## config.mk

```make
export PLATFORM = sky130hd
export DESIGN_NAME = fsts_div
export DESIGN_NICKNAME = d
export VERILOG_FILES = /design/src/hdl/fsts_div.sv
export SDC_FILE = /design/constraint.sdc
export NUM_CORES = 1
export LEC_CHECK = 0
export BUFFER_PORTS_ARGS = -buffer_cell sky130_fd_sc_hd__buf_4
export CAP_MARGIN = 20
export CORE_MARGIN = 1
export CORE_UTILIZATION = 45
export CTS_CLUSTER_DIAMETER = 150
export DETAILED_ROUTE_END_ITERATION = 8
export GPL_ROUTABILITY_DRIVEN = 0
export GPL_TIMING_DRIVEN = 0
export HOLD_SLACK_MARGIN = 0.06
export PLACE_DENSITY = 0.7
export SETUP_SLACK_MARGIN = 0.4
export SYNTH_ARGS = -nofsm -noshare
export SYNTH_HDL_FRONTEND = slang
export SYNTH_SLANG_ARGS = --single-unit
```

## constraint.sdc

```tcl
create_clock -name clk -period 5.65 [get_ports clk]
set_input_delay 1.13 -clock clk [delete_from_list [all_inputs] [get_ports clk]]
set_output_delay 1.13 -clock clk [all_outputs]
set_load 0.05 [all_outputs]
```

## src/hdl/fsts_div.sv

```systemverilog
// Restoring divider for the fair-share task scheduler, one quotient bit
// per cycle. Depends on nothing.
module fsts_div #(
  parameter int DW = 64,
  parameter int VW = 21
) (
  input  logic          clk,
  input  logic          rst_n,
  input  logic          start,
  input  logic [DW-1:0] dividend,
  input  logic [VW-1:0] divisor,
  output logic          done,
  output logic [DW-1:0] quotient
);

  localparam int CNTW = $clog2(DW);

  logic [VW-1:0]   rem_r, rem_nxt;
  logic [DW-1:0]   quot_r, quot_nxt;
  logic [VW-1:0]   dvs_r;
  logic [CNTW-1:0] cnt_r;
  logic            busy_r, done_r;
  logic [VW:0]     trial;
  logic [VW:0]     diff;

  // one shift-subtract step
  always_comb begin
    trial    = {rem_r, quot_r[DW-1]};
    diff     = trial - {1'b0, dvs_r};
    quot_nxt = {quot_r[DW-2:0], ~diff[VW]};
    rem_nxt  = diff[VW] ? trial[VW-1:0] : diff[VW-1:0];
  end

  always_ff @(posedge clk) begin
    if (!rst_n) begin
      busy_r <= 1'b0;
      done_r <= 1'b0;
    end else begin
      done_r <= 1'b0;
      if (start) begin
        busy_r <= 1'b1;
        cnt_r  <= '0;
        rem_r  <= '0;
        quot_r <= dividend;
        dvs_r  <= divisor;
      end else if (busy_r) begin
        rem_r  <= rem_nxt;
        quot_r <= quot_nxt;
        cnt_r  <= cnt_r + 1'b1;
        if (cnt_r == CNTW'(DW - 1)) begin
          busy_r <= 1'b0;
          done_r <= 1'b1;
        end
      end
    end
  end

  assign done     = done_r;
  assign quotient = quot_r;

endmodule
```

## After elaboration in Yosys (flattened, before gate mapping)

Cells that the tools add are included.

| storage, ports and cells | value |
|---|---|
| logic and storage cells | 25 |
| flip-flop bits (word level) | 114 |
| bits of input ports | 88 |

| operators by class | value |
|---|---|
| add/sub/neg operators | 2 |
| bitwise gates (word level) | 3 |
| reductions and logical operators | 4 |
| multiplexer cells | 9 |
| equal/unequal tests | 1 |

Operator list:

| kind | count |
|---|---|
| $mux W64 | 2 |
| $mux W21 | 2 |
| $sub A22 B21 Y22 | 1 |
| $add A6 B1 Y6 const B | 1 |
| $eq A6 B6 Y1 const B | 1 |
| $mux W6 | 1 |
| $mux W1 | 4 |
| $reduce_and A2 Y1 | 2 |
| $not A1 Y1 | 3 |
| $reduce_or A3 Y1 | 1 |
| $reduce_bool A2 Y1 | 1 |

## Depth between registers and ports, before layout

Gate-level depths: netlist of run 1.

| logic depth | value |
|---|---|
| depth in word-level cells | 4 |
| gate-level depth with buffers | 12 |
| mapped depth without buffers | 10 |

## Least setup slack after synthesis of run 1

OpenSTA, ideal clock, no wires.

| timing | value |
|---|---|
| kind | input-to-reg |
| start | input start |
| end | register cnt_r[0] (enable) |
| arrival | 3793 ps |
| stages on the path | 3 |
| required time | 5193 ps |
| buffers on the path | 2 |
| library setup time | 457 ps |
| path slack | 1400 ps |
| path through | clkbuf_1 > clkbuf_1 > o21a_1 |

| on the way | value |
|---|---|
| cells in the longest elaborated chain, start to end | 2 |

Ends and longest elaborated chain:

| element | line | RTL |
|---|---|---|
| start, declared | 9 | `input logic start,` |
| $reduce_bool A2 Y1 (no source line) | -- |  |
| $reduce_and A2 Y1 (no source line) | -- |  |
| end signal, assigned | 49 | `cnt_r <= cnt_r + 1'b1;` |
| end, declared | 21 | `logic [CNTW-1:0] cnt_r;` |

No other way between the ends.
A chain may end at the register's enable or synchronous reset.

## Worst setup path after layout of run 1

| timing | value |
|---|---|
| start | register rem_r[9] |
| end | register rem_r[14] (data pin) |

| on the way | value |
|---|---|
| cells in the longest elaborated chain, start to end | 3 |

Ends and longest elaborated chain:

| element | line | RTL |
|---|---|---|
| start, declared | 18 | `logic [VW-1:0] rem_r, rem_nxt;` |
| start signal, assigned | 47 | `rem_r <= rem_nxt;` |
| $sub A22 B21 Y22 | 29 | `diff = trial - {1'b0, dvs_r};` |
| $mux W21 | 31 | `rem_nxt = diff[VW] ? trial[VW-1:0] : diff[VW-1:0];` |
| $mux W21 | 46 | `end else if (busy_r) begin` |

No other way between the ends. The select of a mux whose other input is x is not followed.

==> results of run 1 <==
kinds of logic after synthesis:
logic type,synth area share (%)
XOR/XNOR,2.64
AND/OR/NAND/NOR,7.11
buffers and inverters,3.89
multiplexers,11.9
AO/OA/AOI/OAI,12.6
adder cells (fa/ha/maj),4.94
flip-flops,56.9
report_power, final:
part           leakage (nW)  switching (mW)  internal (mW)
combinational          1.83           0.375          0.255
sequential             1.09          0.0324           1.02
clock                 0.290           0.393          0.689
total                  3.21           0.800           1.96
worst register-to-register path, cell delays in order (launching register included):
cell and delay [ps]:
edfxtp_1 390, ha_1 390, a21oi_1 440, o21a_1 210, o21ai_2 80, a211o_1 320
nor3_1 260, buf_2 270, buf_4 230, nor4_1 90, a31o_1 230
final timing paths:
| kind | start | end |
|---|---|---|
| max reg2reg | rem_r[9]$_SDFFCE_PP0P_ | rem_r[14]$_SDFFCE_PP0P_ |
| min | busy_r$_SDFF_PN0_ | done$_SDFF_PP0_ |
| max | rem_r[9]$_SDFFCE_PP0P_ | rem_r[14]$_SDFFCE_PP0P_ |
| min reg2reg | busy_r$_SDFF_PN0_ | done$_SDFF_PP0_ |
through the flow:
| step | hold WS (ps) | setup slack [ps] | instances | total power [mW] |
|---|---|---|---|---|
| after floorplan | 415 | 1400 | 458 | 1.50 |
| after global placement | 423 | 164 | 781 | 1.67 |
| after detailed placement | 446 | 2280 | 782 | 1.69 |
| after CTS | 453 | 2530 | 814 | 2.77 |
| after global routing | 499 | 2360 | 815 | 2.86 |
| final | 454 | 2500 | 815 | 2.76 |
sequential cells by signal, indices dropped and copies added, names as in the netlist:
signal / flops
rem_r: 21
done: 1
quotient: 64
busy_r: 1
dvs_r: 21
cnt_r: 6
layout make-up:
type	instances	share of cell area, %
repair buffers	153	14.8
plain buffers	28	1.74
inverters	25	1.18
flip-flops and latches	114	42.7
multi-input cells	291	29.5
well taps	172	2.70
clock buffers	17	5.34
clock inverters	15	2.06
cell usage after synthesis (4+ instances only):
cell type and n:
mux2_2 63, o21ai_0 8, a31o_1 5, edfxtp_1 112, or3_1 7, xor2_1 7, o211ai_1 9, xnor2_1 11
nor2_1 12, ha_1 22, nor4_1 6, nand3_1 7, inv_1 25, a21oi_1 34, o21ai_1 10, nand2b_1 5
clkbuf_1 15, a21o_1 6, o21a_1 6, nand2_1 18, nor3_1 6, buf_2 6, o31ai_2 5, and2_1 4
per-layer routing:
metal,GRT usage (%),share of wire (%)
met1,26.0,40
met2,36.9,49
met3,9.22,9.0
met4,8.35,1.9
met5,0,0
==> flow_summary.json, run 1 <==
{
  "path_cells": "ha_1 > a21oi_1 > o21a_1 > o21ai_2 > a211o_1 > nor3_1 > buf_2 > buf_4 > nor4_1 > a31o_1",
  "post-synth-top-area-fraction_pct": 56.2,
  "fmax_mhz": 318,
  "drc": 0,
  "dp.final_hpwl_um": 10200,
  "worstMarginPinSlew_ps": 714,
  "critPathLaunchType": "flip-flop",
  "min_path_type": "flip-flop to flip-flop",
  "timing.final.crit_period_ps": 3150,
  "hold_depth": 2,
  "synth_cells": 458,
  "netlist_area_mm2": 0.00598,
  "critPathBufInv": 2,
  "setup_tns_ps": 0,
  "avgRoutedWirePerCell_um": 17.8,
  "synth-seq-area-share_pct": 56.9,
  "grt_pass1_vias": 4464,
  "status": "complete, no violations",
  "maxSlewViolCount": 0,
  "path_max_fanout": 10,
  "drtIter0Drc": 306,
  "clock_latency_ps": 420,
  "antenna_cells": 0,
  "cp_num_cells": 10,
  "cts_sinks": 114,
  "leakagePower_nw": 3.21,
  "fillers": 989,
  "final_cell_mix": "152 x buf_4, 112 x edfxtp_1, 63 x mux2_2, 34 x a21oi_1, 25 x inv_1",
  "critPathKind": "flip-flop to flip-flop",
  "slowest_stage": "a21oi_1",
  "multi_input_area_mm2": 0.00235,
  "cts_buffers": 17,
  "postCtsResizedCells": 0,
  "floorplan.initialDensity_pct": 46.8,
  "io_buffers": 151,
  "placed_cell_area_mm2": 0.00736,
  "cts_tree": "built",
  "wl_um": 14500,
  "critPathTopFamily": "compound AO/OA/AOI/OAI gates",
  "die_h_um": 117,
  "rrSetupSlack_ps": 2500,
  "seq_area_mm2": 0.00340,
  "grt_max_degree": 52,
  "fin_area_mm2": 0.00797,
  "grt_pass1_wl_um": 22600,
  "reg2regPathDepth": 10,
  "max_stage_delay_ps": 440,
  "final_common_cell": "buf_4",
  "firstDrtPassIters": 5,
  "ant_nets": 0,
  "post_cts_buffers": 0,
  "cp_data_required_time_ps": 5820,
  "clk_pin_slew_worst_paths_ps": 60,
  "die_x_um": 117,
  "syn_avg_cell_area_um2": 13.1,
  "p_per_area_mw_per_mm2": 346,
  "row_count": 41,
  "vias_per_cell": 5.45,
  "rsz0062_at_grt": "no",
  "grt_overflow": 0,
  "synth.distinct_cells": 55,
  "nets": 741,
  "arrival_ps": 3320,
  "slew_headroom_pct": 52.4,
  "holdBufCountCts": 0,
  "vias": 4439,
  "final-setup-viol-count": 0,
  "clk_path_buf_depth": 2,
  "drv_cap": 0,
  "ctsRootBufferMaster": "clkbuf_16",
  "fin_worst_skew_ps": 7.74,
  "synthesis.nets": 569,
  "synth_area_leaders": "edfxtp_1 56%, mux2_2 12%, ha_1 4.6%",
  "drive_gt1_share_pct": 41.5,
  "syn2layout_area_growth_pct": 33.2,
  "fin_crit_sh_pct": 55.7,
  "synthFlopType": "edfxtp_1",
  "end_kind": "flip-flop",
  "final_core_util_pct": 62.4,
  "core-area_mm2": 0.0128,
  "ir_drop_mv": 0.260,
  "die_area_mm2": 0.0138,
  "synth_top_area_cell": "edfxtp_1",
  "synth_warnings": 0,
  "grt_antenna_before_repair": 0,
  "htree_levels": 4,
  "io_pins": 153,
  "grt_util_all_layers_pct": 22.3,
  "final_hold_viol_count": 0,
  "async_reset_ff_share_pct": 0,
  "ys_ff_latch": 114,
  "synth_edf_count": 112
}
No activity file was read; power rests on OpenSTA's default activity.
==> run 2: changes to the inputs <==
Clock period 5.65 ns to 2.92 ns, I/O delays scaled along.
==> run 2 against run 1 <==
Net effect: the flow now finishes with violations (negative setup slack); count of clock-buffer cells in the layout did not move; critical path depth rose by 1; first-iteration DRC count rose by 6.2%; routed wire length rose by 13%; register-to-register slack got worse by 2500 ps; power rose by 110%; clock power rose by 99%; largest power group unchanged.
==> flow_summary.json, run 2 (synthesized netlist as in run 1, its figures left out) <==
{
  "p_switching_mw": 1.73,
  "clk_pin_slew_worst_paths_ps": 60,
  "min_path_type": "input pin to flip-flop",
  "clkPwrFrac_pct": 37.4,
  "critPathBufInv": 3,
  "rsz0062_at_grt": "yes",
  "clk_path_buf_depth": 2,
  "fin_crit_sh_pct": 100,
  "floorplan.initialDensity_pct": 46.8,
  "met3_usage_pct": 8.60,
  "cts_buffers": 17,
  "swShare_pct": 30.1,
  "cts_tree": "built",
  "cp_data_required_time_ps": 3090,
  "hold_depth": 1,
  "violations": "negative setup slack",
  "vias_per_cell": 5.61,
  "grt_pass1_wl_um": 23500,
  "grt_max_degree": 50,
  "final_hold_viol_count": 0,
  "core-area_mm2": 0.0128,
  "end_kind": "flip-flop",
  "fmax_mhz": 341,
  "leakagePower_nw": 3.45,
  "path_max_fanout": 7,
  "nets": 774,
  "holdBufCountCts": 0,
  "ant_nets": 0,
  "grt_pass1_vias": 4729,
  "worst_path_most_repeated_cell": "buf_6",
  "arrival_ps": 3100,
  "wl_um": 16500,
  "die_x_um": 117,
  "reg2regPathDepth": 11,
  "rrSetupSlack_ps": -9,
  "io_buffers": 151,
  "grt_util_all_layers_pct": 23.2,
  "row_count": 41,
  "p_seq_share_pct": 35.4,
  "setup_tns_ps": -17.4,
  "io_pins": 153,
  "avgRoutedWirePerCell_um": 19.4,
  "drtIter0Drc": 325,
  "path_cells": "ha_1 > buf_6 > a21o_1 > a31oi_4 > o21ai_2 > a211o_1 > o21a_1 > or2_4 > buf_6 > buf_12 > a31o_1",
  "cp_num_cells": 11,
  "timing.final.crit_period_ps": 2930,
  "min_from": "divisor[14]",
  "min_to": "dvs_r[14]$_DFFE_PP_",
  "placed_cell_area_mm2": 0.00738,
  "cts_sinks": 114,
  "busiest_layer": "met2",
  "pwr-share-comb_pct": 27.2,
  "drv_cap": 0,
  "timing.rr.end": "rem_r[14]$_SDFFCE_PP0P_",
  "slew_headroom_pct": 45.6,
  "final_cell_mix": "173 x buf_4, 112 x edfxtp_1, 63 x mux2_2, 26 x a21oi_1, 24 x inv_1",
  "ir_drop_mv": 0.507,
  "critPathKind": "flip-flop to flip-flop",
  "layout_setup_ws_ps": -8.85,
  "fillers": 914,
  "drc": 0,
  "ctsRootBufferMaster": "clkbuf_16",
  "vias": 4756,
  "syn2layout_area_growth_pct": 44.5,
  "critPathTopFamily": "compound AO/OA/AOI/OAI gates",
  "p_int_mw": 4.03,
  "htree_levels": 4,
  "worstMarginPinSlew_ps": 815,
  "critPathLaunchType": "flip-flop",
  "fin_worst_skew_ps": 8.24,
  "final-setup-viol-count": 2,
  "status": "finished with violations",
  "largest_reg_flops": 64,
  "final_common_cell": "buf_4",
  "reg2reg_from": "rem_r[15]$_SDFFCE_PP0P_",
  "fin_area_mm2": 0.00864,
  "die_h_um": 117,
  "grt_antenna_before_repair": 0,
  "firstDrtPassIters": 4,
  "max_stage_delay_ps": 400,
  "grt_overflow": 0,
  "antenna_cells": 0,
  "slowest_stage": "edfxtp_1",
  "maxSlewViolCount": 0,
  "drive_gt1_share_pct": 50.3,
  "clock_latency_ps": 420,
  "gr-usage-met1_pct": 27.4,
  "p_per_area_mw_per_mm2": 666,
  "dp.final_hpwl_um": 10200,
  "die_area_mm2": 0.0138,
  "grt.met2_usage_pct": 37.4
}
-- run 2: area by class of cell --
cell class | count | area [um2] | area share, %
Buffer | 28 | 214 | 2.48
Clock buffer | 17 | 425 | 4.92
Clock inverter | 15 | 181 | 2.10
Inverter | 25 | 93.8 | 1.09
Multi-Input combinational cell | 291 | 2600 | 30.0
Sequential cell | 114 | 3400 | 39.4
Tap cell | 172 | 215 | 2.49
Timing Repair Buffer | 186 | 1510 | 17.5
-- run 2: per-stage QoR --
| stage | setup WS [ps] | utilization (%) | power (mW) | cells | hold slack [ps] |
|---|---|---|---|---|---|
| final | -8.85 | 67.6 | 5.76 | 848 | 339 |
| after global routing | -55.2 | 67.6 | 5.95 | 848 | 328 |
| after CTS | 34.3 | 65.0 | 5.57 | 829 | 331 |
| after detailed placement | -174 | 57.7 | 3.27 | 782 | 446 |
| after global placement | -184 | 57.5 | 3.24 | 781 | 432 |
| after floorplan | 35.7 | - | 2.90 | 458 | 425 |
-- run 2: worst reg2reg max path: stages (launching register included) --
cell	delay, ps
edfxtp_1	400
ha_1	320
buf_6	140
a21o_1	210
a31oi_4	180
o21ai_2	120
a211o_1	340
o21a_1	220
or2_4	280
buf_6	150
buf_12	140
a31o_1	200
-- run 2: how the worst max path moves through the flow --
stage | start | endpoint | slack (ps)
final | rem_r[15]$_SDFFCE_PP0P_ | rem_r[14]$_SDFFCE_PP0P_ | -9
after global routing | rem_r[0]$_SDFFCE_PP0P_ | rem_r[19]$_SDFFCE_PP0P_ | -60
after global placement | rem_r[9]$_SDFFCE_PP0P_ | rem_r[14]$_SDFFCE_PP0P_ | -180
after CTS | rem_r[0]$_SDFFCE_PP0P_ | rem_r[14]$_SDFFCE_PP0P_ | 30
after floorplan | quotient[63]$_DFFE_PP_ | rem_r[12]$_SDFFCE_PP0P_ | 40
after detailed placement | rem_r[9]$_SDFFCE_PP0P_ | rem_r[14]$_SDFFCE_PP0P_ | -170
-- run 2: routing by layer --
metal	share of wire, %	routed length [um]	up-vias
li1	-	-	2165
met1	39	6410	2287
met2	49	8020	244
met3	8.9	1470	60
met4	3.3	547	0
met5	0	0	-
-- run 2: power by group through the flow --
stage | clock network [mW] | logic [mW] | registers, mW
CTS | 2.17 | 1.38 | 2.03
floorplan | 0 | 0.661 | 2.24
global placement | 0 | 1.18 | 2.06
finish | 2.15 | 1.57 | 2.04
detailed placement | 0 | 1.21 | 2.06
global route | 2.25 | 1.65 | 2.05
-- run 2: timing repair --
item,CTS,global route
resized for setup,39,43
setup endpoints to repair,22,27
hold endpoints to repair,0,0
buffers inserted,13,17
cloned,2,1
pin swaps,29,24
